$ cat config.mk
export PLATFORM = sky130hd
export DESIGN_NAME = escaped_packet_deframer
export DESIGN_NICKNAME = d
export VERILOG_FILES = /design/src/epd_pkg.sv /design/src/escaped_packet_deframer.sv /design/src/epd_front.sv /design/src/epd_queue.sv /design/src/epd_back.sv
export SDC_FILE = /design/constraint.sdc
export NUM_CORES = 1
export LEC_CHECK = 0
export ABC_AREA = 0
export BUFFER_PORTS_ARGS = -buffer_cell sky130_fd_sc_hd__buf_2
export CAP_MARGIN = 25
export CORE_ASPECT_RATIO = 1.2
export CORE_MARGIN = 3
export CORE_UTILIZATION = 35
export CTS_BUF_LIST = sky130_fd_sc_hd__clkbuf_8
export DETAILED_ROUTE_END_ITERATION = 8
export PLACE_DENSITY_LB_ADDON = 0.12
export SYNTH_ARGS = -nofsm -noshare
export SYNTH_HDL_FRONTEND = slang
export SYNTH_SLANG_ARGS = --single-unit
$ cat constraint.sdc
create_clock -name clk -period 4 [get_ports clk]
set_clock_uncertainty 0.05 [all_clocks]
set_input_delay 0.8 -clock clk [delete_from_list [all_inputs] [get_ports clk]]
set_output_delay 0.8 -clock clk [all_outputs]
set_load 0.005 [all_outputs]
$ cat src/epd_pkg.sv
// Shared types, codes and constants of the escaped packet deframer.
package epd_pkg;

  localparam logic [7:0] SYNC_DEFAULT   = 8'hE0;
  localparam logic [7:0] ESCAPE_DEFAULT = 8'hD0;

  localparam int QDEPTH = 2;
  localparam int QPTR_W = $clog2(QDEPTH);
  localparam int QCNT_W = $clog2(QDEPTH + 1);

  localparam logic [1:0] KIND_PAYLOAD  = 2'd0;
  localparam logic [1:0] KIND_END_GOOD = 2'd1;
  localparam logic [1:0] KIND_END_BAD  = 2'd2;

  typedef enum logic [2:0] {
    PH_HUNT  = 3'd0,
    PH_ADDR  = 3'd1,
    PH_LEN   = 3'd2,
    PH_DATA  = 3'd3,
    PH_CHECK = 3'd4
  } phase_t;

  typedef struct packed {
    logic [7:0] value;
    logic       escaped;
  } entry_t;

endpackage

$ cat src/escaped_packet_deframer.sv
// Top level of the escaped packet deframer: front end, queue and frame engine.
//
// Channel   Direction  Transfer when      Payload
// in_       input      in_valid&in_ready  in_rx_byte
// out_      output     out_valid&out_ready out_frame_address, out_payload_byte,
//                                          out_item_kind, out_frame_last
//
// One byte is accepted per cycle while in_ready is high; a result is loaded into the
// output register at the edge its byte leaves the two-entry queue.
// Reset is synchronous and clears the escape flag, the queue and the frame state.
// When the output register is held, the queue absorbs up to two more bytes before
// in_ready drops; bytes that give no result drain from the queue regardless.
module escaped_packet_deframer #(
  parameter logic [7:0] SYNC_VALUE   = epd_pkg::SYNC_DEFAULT,
  parameter logic [7:0] ESCAPE_VALUE = epd_pkg::ESCAPE_DEFAULT
) (
  input  logic       clk,
  input  logic       rst_n,
  input  logic       in_valid,
  output logic       in_ready,
  input  logic [7:0] in_rx_byte,
  output logic       out_valid,
  input  logic       out_ready,
  output logic [7:0] out_frame_address,
  output logic [7:0] out_payload_byte,
  output logic [1:0] out_item_kind,
  output logic       out_frame_last
);
  import epd_pkg::*;

  logic   q_full;
  logic   q_push;
  entry_t q_entry;
  logic   q_pop;
  logic   head_valid;
  entry_t head_entry;

  epd_front #(
    .ESCAPE_VALUE(ESCAPE_VALUE)
  ) u_front (
    .clk       (clk),
    .rst_n     (rst_n),
    .in_valid  (in_valid),
    .in_ready  (in_ready),
    .in_rx_byte(in_rx_byte),
    .q_full    (q_full),
    .q_push    (q_push),
    .q_entry   (q_entry)
  );

  epd_queue u_queue (
    .clk       (clk),
    .rst_n     (rst_n),
    .push      (q_push),
    .push_entry(q_entry),
    .full      (q_full),
    .pop       (q_pop),
    .head_valid(head_valid),
    .head_entry(head_entry)
  );

  epd_back #(
    .SYNC_VALUE(SYNC_VALUE)
  ) u_back (
    .clk              (clk),
    .rst_n            (rst_n),
    .head_valid       (head_valid),
    .head_entry       (head_entry),
    .pop              (q_pop),
    .out_valid        (out_valid),
    .out_ready        (out_ready),
    .out_frame_address(out_frame_address),
    .out_payload_byte (out_payload_byte),
    .out_item_kind    (out_item_kind),
    .out_frame_last   (out_frame_last)
  );

endmodule

$ cat src/epd_front.sv
// Front end: accepts raw bytes, removes escapes and queues decoded bytes.
module epd_front #(
  parameter logic [7:0] ESCAPE_VALUE = epd_pkg::ESCAPE_DEFAULT
) (
  input  logic            clk,
  input  logic            rst_n,
  input  logic            in_valid,
  output logic            in_ready,
  input  logic [7:0]      in_rx_byte,
  input  logic            q_full,
  output logic            q_push,
  output epd_pkg::entry_t q_entry
);
  import epd_pkg::*;

  logic esc_pend_r;
  logic esc_pend_nxt;
  logic accept;
  logic is_escape;

  assign in_ready  = !q_full;
  assign accept    = in_valid && in_ready;
  assign is_escape = !esc_pend_r && (in_rx_byte == ESCAPE_VALUE);

  always_comb begin
    esc_pend_nxt    = esc_pend_r;
    q_push          = 1'b0;
    q_entry.escaped = esc_pend_r;
    q_entry.value   = esc_pend_r ? in_rx_byte + 8'd1 : in_rx_byte;
    if (accept) begin
      if (is_escape) begin
        esc_pend_nxt = 1'b1;
      end else begin
        esc_pend_nxt = 1'b0;
        q_push       = 1'b1;
      end
    end
  end

  always_ff @(posedge clk) begin
    if (!rst_n) begin
      esc_pend_r <= 1'b0;
    end else begin
      esc_pend_r <= esc_pend_nxt;
    end
  end

endmodule

$ cat src/epd_queue.sv
// Short queue of decoded bytes between the front and the frame engine.
module epd_queue (
  input  logic            clk,
  input  logic            rst_n,
  input  logic            push,
  input  epd_pkg::entry_t push_entry,
  output logic            full,
  input  logic            pop,
  output logic            head_valid,
  output epd_pkg::entry_t head_entry
);
  import epd_pkg::*;

  entry_t              mem_r [QDEPTH];
  logic [QPTR_W-1:0]   wr_ptr_r;
  logic [QPTR_W-1:0]   rd_ptr_r;
  logic [QCNT_W-1:0]   count_r;
  logic [QCNT_W-1:0]   count_nxt;

  assign full       = (count_r == QCNT_W'(QDEPTH));
  assign head_valid = (count_r != '0);
  assign head_entry = mem_r[rd_ptr_r];

  always_comb begin
    count_nxt = count_r;
    if (push && !pop) begin
      count_nxt = count_r + 1'b1;
    end else if (pop && !push) begin
      count_nxt = count_r - 1'b1;
    end
  end

  always_ff @(posedge clk) begin
    if (push) begin
      mem_r[wr_ptr_r] <= push_entry;
    end
  end

  always_ff @(posedge clk) begin
    if (!rst_n) begin
      wr_ptr_r <= '0;
      rd_ptr_r <= '0;
      count_r  <= '0;
    end else begin
      count_r <= count_nxt;
      if (push) begin
        wr_ptr_r <= (wr_ptr_r == QPTR_W'(QDEPTH - 1)) ? '0 : wr_ptr_r + 1'b1;
      end
      if (pop) begin
        rd_ptr_r <= (rd_ptr_r == QPTR_W'(QDEPTH - 1)) ? '0 : rd_ptr_r + 1'b1;
      end
    end
  end

endmodule

$ cat src/epd_back.sv
// Frame engine: tracks frame phase and checksum and drives the result register.
module epd_back #(
  parameter logic [7:0] SYNC_VALUE = epd_pkg::SYNC_DEFAULT
) (
  input  logic            clk,
  input  logic            rst_n,
  input  logic            head_valid,
  input  epd_pkg::entry_t head_entry,
  output logic            pop,
  output logic            out_valid,
  input  logic            out_ready,
  output logic [7:0]      out_frame_address,
  output logic [7:0]      out_payload_byte,
  output logic [1:0]      out_item_kind,
  output logic            out_frame_last
);
  import epd_pkg::*;

  phase_t     phase_r, phase_nxt;
  logic [7:0] addr_r, addr_nxt;
  logic [7:0] rem_r, rem_nxt;
  logic [7:0] sum_r, sum_nxt;
  logic       ovalid_r;
  logic [7:0] oaddr_r, odata_r;
  logic [1:0] okind_r;
  logic       olast_r;

  logic       emit;
  logic [7:0] emit_data;
  logic [1:0] emit_kind;
  logic       emit_last;
  logic       can_load;
  logic [7:0] value;
  logic [7:0] sum_add;
  logic [7:0] rem_dec;

  assign value    = head_entry.value;
  assign sum_add  = sum_r + value;
  assign rem_dec  = rem_r - 8'd1;
  assign can_load = !ovalid_r || out_ready;

  always_comb begin
    unique case (phase_r)
      PH_ADDR:  phase_nxt = PH_LEN;
      PH_LEN:   phase_nxt = (value == 8'd1) ? PH_CHECK : PH_DATA;
      PH_DATA:  phase_nxt = (rem_dec == 8'd0) ? PH_CHECK : PH_DATA;
      PH_CHECK: phase_nxt = PH_HUNT;
      default: begin
        phase_nxt = (!head_entry.escaped && value == SYNC_VALUE) ? PH_ADDR : PH_HUNT;
      end
    endcase
  end

  always_comb begin
    addr_nxt  = addr_r;
    rem_nxt   = rem_r;
    sum_nxt   = sum_r;
    emit      = 1'b0;
    emit_data = value;
    emit_kind = KIND_PAYLOAD;
    emit_last = 1'b0;
    unique case (phase_r)
      PH_ADDR: begin
        addr_nxt = value;
        sum_nxt  = value;
      end
      PH_LEN: begin
        sum_nxt = sum_add;
        rem_nxt = value - 8'd1;
      end
      PH_DATA: begin
        sum_nxt = sum_add;
        rem_nxt = rem_dec;
        emit    = 1'b1;
      end
      PH_CHECK: begin
        emit      = 1'b1;
        emit_data = 8'd0;
        emit_kind = (value == sum_r) ? KIND_END_GOOD : KIND_END_BAD;
        emit_last = 1'b1;
      end
      default: begin
        if (!head_entry.escaped && value == SYNC_VALUE) begin
          sum_nxt = 8'd0;
          rem_nxt = 8'd0;
        end
      end
    endcase
  end

  assign pop = head_valid && (!emit || can_load);

  always_ff @(posedge clk) begin
    if (!rst_n) begin
      phase_r  <= PH_HUNT;
      addr_r   <= 8'd0;
      rem_r    <= 8'd0;
      sum_r    <= 8'd0;
      ovalid_r <= 1'b0;
    end else begin
      if (pop) begin
        phase_r <= phase_nxt;
        addr_r  <= addr_nxt;
        rem_r   <= rem_nxt;
        sum_r   <= sum_nxt;
      end
      if (pop && emit) begin
        ovalid_r <= 1'b1;
      end else if (out_ready) begin
        ovalid_r <= 1'b0;
      end
    end
  end

  always_ff @(posedge clk) begin
    if (pop && emit) begin
      oaddr_r <= addr_r;
      odata_r <= emit_data;
      okind_r <= emit_kind;
      olast_r <= emit_last;
    end
  end

  assign out_valid         = ovalid_r;
  assign out_frame_address = oaddr_r;
  assign out_payload_byte  = odata_r;
  assign out_item_kind     = okind_r;
  assign out_frame_last    = olast_r;

endmodule
=== Word-level counts from Yosys, hierarchy flattened ===
Memory sizes are Yosys's and may differ from the RTL's. A register that Yosys moved wholly into a read port is not among the register bits.
Index checks and enable logic that the tools add are counted.

* Bitwise operators: 2
* Reductions and logical operators: 28
* $add $sub $neg: 8
* Muxes and demuxes: 24
* Eq/ne operators: 9

{| class="wikitable"
|+ Operator list
! operator !! count
|-
| case mux 8 bit (3 select lines) || 2
|-
| == test 8 bit, second input constant || 2
|-
| two-way mux 8 bit || 2
|-
| subtractor 8 x 1 -> 8 bit, second input constant || 2
|-
| two-way mux 1 bit || 14
|-
| case mux 3 bit (4 select lines) || 1
|-
| adder 8 x 1 -> 8 bit, second input constant || 1
|-
| adder 8 bit || 1
|-
| == test 8 x 1 -> 1 bit, second input constant || 1
|-
| == test 8 bit || 1
|-
| zero test 8 bit || 1
|-
| logical AND 1 bit || 7
|-
| zero test 1 bit || 7
|-
| == test 3 x 2 -> 1 bit, second input constant || 2
|-
| two-way mux 2 bit || 3
|-
| two-way mux 3 bit || 2
|-
| AND reduction 3 bit || 2
|-
| nonzero test 2 bit || 3
|-
| nonzero test 3 bit || 2
|-
| OR reduction 2 bit || 3
|-
| == test 3 x 1 -> 1 bit, second input constant || 1
|-
| == test 3 bit, second input constant || 1
|-
| adder 1 bit, second input constant || 2
|-
| adder 2 x 1 -> 2 bit, second input constant || 1
|-
| 5 further kinds || 7
|}

* Register bits after elaboration: 52
* Output and inout bits: 21
* Memory bits (writable): 18
* Memories kept: 1

{| class="wikitable"
|+ Memory list
! memory !! depth !! width !! rd ports !! clocked after memory_dff !! write ports !! RTL line !! source
|-
| u_queue.mem_r || 2 || 9 || 1 || 1 || 1 || epd_queue.sv:14 || <nowiki>entry_t mem_r [QDEPTH];</nowiki>
|}

=== Depth between registers and ports, before layout ===
Gate-level depths: netlist (run 1).

* Depth after elaboration: 9
* Mapped depth: 11
* Depth with buffers taken out: 10

=== Hierarchy ===
A second synthesis (run 1) with hierarchy kept.

* Cells, all modules: 374
* Area total of the unflattened synthesis: 3896.2 um^2

{| class="wikitable"
|+ Modules (own cells, without submodules)
! module !! area each (um^2) !! instances !! seq. area each (um^2) !! cells each
|-
| epd_back || 2778.9 || 1 || 1131.1 || 290
|-
| epd_queue || 868.3 || 1 || 640.6 || 50
|-
| epd_front || 249.0 || 1 || 20.0 || 34
|}

=== Worst setup path before layout (run 1) ===
Ideal clock, no wire load.

* Path type: register to register
* Start point: register (tool-made name)
* End point: register u_back.sum_r[6]
* Path buffers: 2
* Stages on the path, launching flop included: 12
* Library setup time: 0.070 ns
* Setup slack: 1.446 ns
* Data arrival time: 2.434 ns
* Path through: dfxtp_1 buf_6 buf_4 mux2i_2 inv_1 fa_1 a21o_1 a31o_2 a21oi_1 xnor2_1 a21oi_1 a21oi_1

{| class="wikitable"
|+ RTL lines
! what !! RTL line !! source
|-
| end signal: assignment || epd_back.sv:105 || <nowiki>sum_r <= sum_nxt;</nowiki>
|-
| end: declaration || epd_back.sv:22 || <nowiki>logic [7:0] sum_r, sum_nxt;</nowiki>
|}

==> results.txt, run 1 <==
The detailed-route wire length came out at just over 8000 um. The width of the chip came out at 100 um. The repair_antennas step left the layout with diodes totalling 0. The register clock-pin slew on the reported worst setup and hold paths is 0.08 ns. In this run the tightest slew margin relative to its limit is 0.466. The clock buffer count from CTS came out at 9. The synthesized instance count is 357.

The signal arrival time at the worst endpoint is 3.39 ns. The clock latency on the worst-skew pair is roughly 0.36 ns. For this run, asynchronously set or reset flops after synthesis account for 0. The number of global-route vias before repair came out at 2739. The count of pins over their slew limit is 0. The cell area after synthesis is ~3700 um2.

The I/O pin total is 33. The kind of start point of the critical path is a register. After synthesis, the largest family of logic cells by area is compound AO/OA/AOI/OAI gates. The number of hold violations in the final report is 0. The remaining design rule violation count is 0. The slew at the pin with the worst max-slew slack is approximately 0.80 ns. The wire length of the first global-routing pass is 13800 um. The vertical extent of the die came out at around 120 um. The core box area came out at 10200 um2. The path class of the tightest hold or removal check is reg -> reg. The most common cell after layout, fill and taps aside is edfxtp_1. The detail-routed via count per cell is roughly 5.2. After global routing the overflow that remains totals 0.

The most used flip-flop cell after synthesis is edfxtp_1. The number of rows in the core area came out at 40. For this design, the CTS-stage hold fixing added 0 buffers.

The overall routing resource usage came out at 0.149. OpenSTA, run right after detailed placement, puts the worst setup slack at a little under 0.8 ns. The die covers 12000 um2. In this run the deepest clock path goes through 2 buffers.

The maximum operating frequency came out at ~310 MHz. The maximum fanout encountered on the critical timing path came out at 16. The post-route clock period utilization is 0.802. Detailed placement finished with a half-perimeter wire length of approximately 6000 um.

The sink count of the clock tree is 71. The area growth from synthesis to layout is 12.6%. TritonCTS built the clock tree. The final weighted congestion in routability-driven placement came out at 0.845.

The adder and majority cell fraction of the synthesized area is 0.0521. The maximum number of pins on one net before global-route repair is 40. The multi-input combinational cells in the finished layout cover a total of approximately 1800 um2.

Hold timing on the final database bottoms out at a slack of between 0.3 and 0.4 ns. The placement-stage cell area came out at 4030 um2. The average detailed-routed wire length per instance is 16.0 um. The critical path is of the reg -> reg type. The leakage component of the power is 1.67 nW. The flow ran to the end, and the final reports show no timing, DRC or antenna violations. The count of different cell masters after synthesis came out at 69.

The maximum level of the CTS H-tree is 3. For this configuration, the core starts out at a cell density of 0.367. The violation count after the first detailed-route iteration came out at slightly above 90. The post-CTS setup-driven buffer insertion count came out at 0.

The post-synthesis sequential area ratio is 0.478. The number of warning messages in the yosys log came out at 0. Setup repair after global routing left no endpoint under its margin. The remaining antenna violation count after routing is 0.

The register-to-register path setup slack is 0.79 ns. VDD sags by at most approximately 0.20 mV. The smallest setup slack after layout came out at about 0.79 ns. The number of flops mapped to enable cells by yosys came out at 37. The top cell types in the final layout, fill and taps aside, are edfxtp_1, dfxtp_1, buf_2, nand2_1, nor2_1. The area taken by flip-flops and latches is between 1500 and 2000 um2. The required time of the critical path came out at about 4.2 ns. For hold timing, the worst endpoint is u_back.out_frame_address[0]$_DFFE_PP_.

The post-synthesis average cell area is 10.5 um2. The mux contribution to synthesized area is 0.0361. In this run, synthesis produced a sequential element count of a little over 70. The total nets after synthesis is roughly 380. The worst setup path is captured at a register. Of the total synthesized cell area, the portion taken by AND, OR, NAND and NOR gates is 0.150. The fill cell total of the finished layout came out at 1052. The endpoint identified for the worst register-to-register timing path is u_back.sum_r[6]$_SDFFE_PN0P_.

The total setup violations reported at the end of the flow came out at 0. The share of final-layout standard cells stronger than drive strength 1 came out at 0.200. Setup total negative slack on the finished layout was measured at 0 ns. Clock tree synthesis selected as its root buffer the cell clkbuf_8. The number of cells on the worst reg-to-reg path came out at 10. Dividing total power by cell area gives a power density of between 400 and 500 nW/um2. The depth of the worst hold-timing path is 0. In this run, post-CTS repair resized a total of 0 instances. The startpoint identified for the worst hold timing path is u_back.addr_r[0]$_SDFFE_PN0P_. The final critical delay including setup and external delays came out at between 3 and 4 ns. The compound-gate portion of the synthesized area came to 0.189.

Summing all non-filler instances in the final layout gives an area of about 4200 um2. The number of antenna violations at the first check in global routing is 0. The tool flagged a number of max-cap violations equal to 0. The detailed-route via count is ~2700. The number of buffers added on ports came out at 32. The first-pass iteration count of the detailed router is 4. The xor and xnor area share after synthesis is 0.0538.

The post-layout net count came out at approximately 420.
routing by layer:
metal	global-route usage	routed length (um)	up-vias
li1	-	-	1367
met1	0.179	3710	1285
met2	0.247	4100	45
met3	0.0223	237	21
met4	0.0910	267	0
met5	0	0	-
state kept, by name (all words and copies together) (netlist names), 2 cells and up, named ones only:
register / count
u_queue.mem_r: 18
u_back.addr_r: 8
u_back.out_frame_address: 8
u_back.out_payload_byte: 8
u_back.rem_r: 8
u_back.sum_r: 8
u_back.phase_r: 3
u_back.out_item_kind: 2
u_queue.count_r: 2
Yosys cell counts, types with 4 or more instances:
library cell,number,area [um2]
a21oi_1,17,85.1
a31oi_1,5,31.3
and2_1,5,31.3
clkbuf_1,10,37.5
dfxtp_1,34,681
edfxtp_1,37,1110
ha_1,14,175
inv_1,15,56.3
mux2i_1,6,60.1
nand2_1,30,113
nand3_1,11,55.1
nand4_1,4,25.0
nor2_1,25,93.8
nor3_1,6,30.0
o211a_1,13,130
o21a_1,7,52.6
o21ai_0,16,80.1
o22ai_1,4,25.0
xnor2_1,17,149
xor2_1,6,52.6
critical path, stage by stage, from the launching register on:
cell     delay, ns
dfxtp_1       0.80
mux2i_2       0.52
inv_1         0.13
ha_1          0.26
fa_1          0.42
a21o_1        0.19
a31o_2        0.24
a21oi_1       0.17
xnor2_1       0.08
a21oi_1       0.14
a21oi_1       0.07
area by class of cell:
cell class / count / area share
well taps: 126 / 0.0374
clock inverters: 6 / 0.0125
inverters: 16 / 0.0142
multi-input cells: 253 / 0.428
repair buffers: 39 / 0.0504
flip-flops and latches: 71 / 0.425
clock buffers: 10 / 0.0326
power by group:
group / switching [mW] / internal [mW]
logic: 0.326 / 0.238
clock network: 0.297 / 0.251
registers: 0.0619 / 0.833
cell families after synthesis:
kind of cell | after synthesis
AOI/OAI and AO/OA | 94
xor gates and xnor gates | 23
adders and majority gates | 15
buffers and inverters | 33
DFF | 71
muxes | 11
and+or+nand+nor | 110
worst max path at each step:
stage / startpoint / to / cells past startpoint
3_5_place_dp: register / u_back.sum_r[6]$_SDFFE_PN0P_ / 10
6_report: register / u_back.sum_r[6]$_SDFFE_PN0P_ / 10
2_1_floorplan: register / u_back.sum_r[6]$_SDFFE_PN0P_ / 11
3_3_place_gp: register / u_back.sum_r[6]$_SDFFE_PN0P_ / 10
5_1_grt: register / u_back.sum_r[6]$_SDFFE_PN0P_ / 10
4_1_cts: register / u_back.sum_r[6]$_SDFFE_PN0P_ / 10
per-stage QoR:
stage	utilization	power, mW	cells
floorplan	-	1.34	357
global placement	0.394	1.48	505
detailed placement	0.394	1.48	505
CTS	0.413	2.04	521
global route	0.413	2.15	521
finish	0.413	2.01	521
Note: power is estimated with default switching activity, not from simulation.
==> run 2: changes to the inputs <==
Clock period 4 ns to 3.35 ns, I/O delays scaled along.
==> results.txt, run 2 (synthesis results as in run 1) <==
The run finished with clean final reports. The maximum level of the CTS H-tree is 3. The cell at the slowest stage of the critical path is mux2i_1.

The final weighted congestion in routability-driven placement came out at roughly 0.80. Clock-pin slew was measured on the worst setup and hold paths at approximately 0.080 ns. The number of antenna violations at the first check in global routing came to 0. The number of hold buffers added after CTS was 0. Row generation in the floorplan step produced 40 rows. The normalized max-slew margin is 0.503. The register containing the most flip-flops in the final layout is u_queue.mem_r. The floorplan step set the die height to 119 um. The worst setup path is launched from a register. The worst setup path is of the reg -> reg kind.

The clock latency on the worst-skew pair came out at around 0.35 ns. Max-cap violations in this run came to 0. The number of gates given a new drive strength after cts came out at 0. In the finished design, the share of the clock period the worst path needs comes to 0.836. Of the cells placed in the final design, the portion with a size suffix greater than 1 is 0.206.

At the pin with the least slew margin, the transition time is ~0.75 ns. The sink count of the clock tree is 71. The first TritonRoute pass finished after 4 iterations.

The power per cell area came out at approximately 620 nW/um2. On the critical path the largest part of the delay comes from multiplexers. In the final routed layout, each cell accounts on average for 16.9 um. The post-layout net count came out at about 420.

The fill cell total of the finished layout is approximately 1000. In the layout the commonest cells are edfxtp_1, dfxtp_1, buf_2, nand2_1, nor2_1. STA puts the critical path data arrival time at roughly 3 ns. The worst setup path is captured at a register. The final layout contains routed wiring with a total length of 8880 um. The remaining design rule violation count is 0.

The floorplan step defined a die boundary enclosing between 10000 and 15000 um2. The maximum resistive drop on vdd came out at ~0.27 mV. TritonCTS built the clock tree. The required time of the critical path is between 3 and 4 ns. The maximum fanout encountered on the critical timing path is 14. The remaining antenna violation count after routing is 0.

The number of global-route vias before repair came to ~2700. The maximum number of pins on one net before global-route repair is 40. Setup repair after global routing left no endpoint under its margin. The detailed-route via count came out at about 2800. The wire length of the first global-routing pass is ~14000 um. The count of buffer and inverter cells on the critical path came out at 2. The detail-routed via count per cell came out at 5.27. The share of the core filled with cells in the final layout came out at 0.425. The most common cell after layout, fill and taps aside is edfxtp_1. The overall routing resource usage is 0.156. For this design the static power due to leakage is approximately 1.7 nW. The effective utilization at floorplan is 0.367. The number of flip-flops in the largest register came out at 18.

The area growth from synthesis to layout is 15.7%. The cell that appears most often on the critical path is a21oi_1. The width of the chip is around 100 um. The HPWL after detailed placement is around 6300 um.

The number of hold violations in the final report came out at 0. The final critical delay including setup and external delays is around 2.8 ns. Traced cell by cell, the critical path runs through buf_4 -> mux2i_1 -> inv_1 -> ha_1 -> or3_1 -> o22a_1 -> xnor2_1 -> a21oi_1 -> a21oi_1.

The total area inside the core boundary comes to slightly above 10000 um2. The violation count after the first detailed-route iteration came out at about 110. Summed over all layers, the global routing overflow is 0. The final sum of negative setup slack came out at 0 ns. The peak per-stage delay on the critical path is roughly 0.58 ns. The post-CTS setup-driven buffer insertion count is 0. The maximum operating frequency is approximately 360 MHz. The register-to-register path setup slack is about 0.55 ns.

The classification of the worst-slack hold path is reg -> reg. The cell sitting at the root of the clock tree is a clkbuf_8. During I/O placement, the number of pins put on the boundary was 33. The number of buffers added on ports came out at 32.

The clock buffer count from CTS is 9. The final antenna diode count is 0. The count of pins over their slew limit came out at 0. Setup violations remaining at the end of the flow were counted as 0.

The maximum buffer depth of the clock tree is 2.
run 2: cell type report:
class	count	area, um2	area share
timing repair buffer	43	250	0.0577
inverter	16	60.1	0.0139
tap	126	158	0.0364
clock inverter	6	133	0.0306
clock buffer	10	138	0.0317
sequential	71	1790	0.413
multi-input combinational	253	1810	0.416
run 2: power breakdown:
group / switching, mW / total, mW / internal (mW)
Sequential: 0.0510 / 1.04 / 0.994
Clock: 0.332 / 0.921 / 0.589
Combinational: 0.441 / 0.742 / 0.301
Total: 0.824 / 2.71 / 1.88
run 2: metrics by stage:
stage	setup slack [ns]	hold WS (ns)	cell area, um2	std cells	total power [mW]
floorplan	0.796	0.359	3750	357	1.59
global placement	0.534	0.365	4050	508	1.81
detailed placement	0.526	0.367	4050	508	1.81
CTS	0.520	0.387	4320	524	2.74
global route	0.406	0.395	4340	525	2.85
finish	0.549	0.386	4340	525	2.71
run 2: per-layer routing:
| layer | vias up | global-route usage | routed length (um) |
|---|---|---|---|
| met2 | 39 | 0.258 | 4430 |
| met5 | - | 0 | 0 |
| met1 | 1334 | 0.198 | 4030 |
| li1 | 1379 | - | - |
| met4 | 0 | 0.0632 | 176 |
| met3 | 13 | 0.0305 | 236 |
run 2: worst paths after layout:
check / from / to / depth (start not counted)
setup / recovery: register / u_back.sum_r[7]$_SDFFE_PN0P_ / 9
hold / removal: u_back.addr_r[0]$_SDFFE_PN0P_ / u_back.out_frame_address[0]$_DFFE_PP_ / 0
setup reg to reg: register / u_back.sum_r[7]$_SDFFE_PN0P_ / 9
hold reg to reg: u_back.addr_r[0]$_SDFFE_PN0P_ / u_back.out_frame_address[0]$_DFFE_PP_ / 0
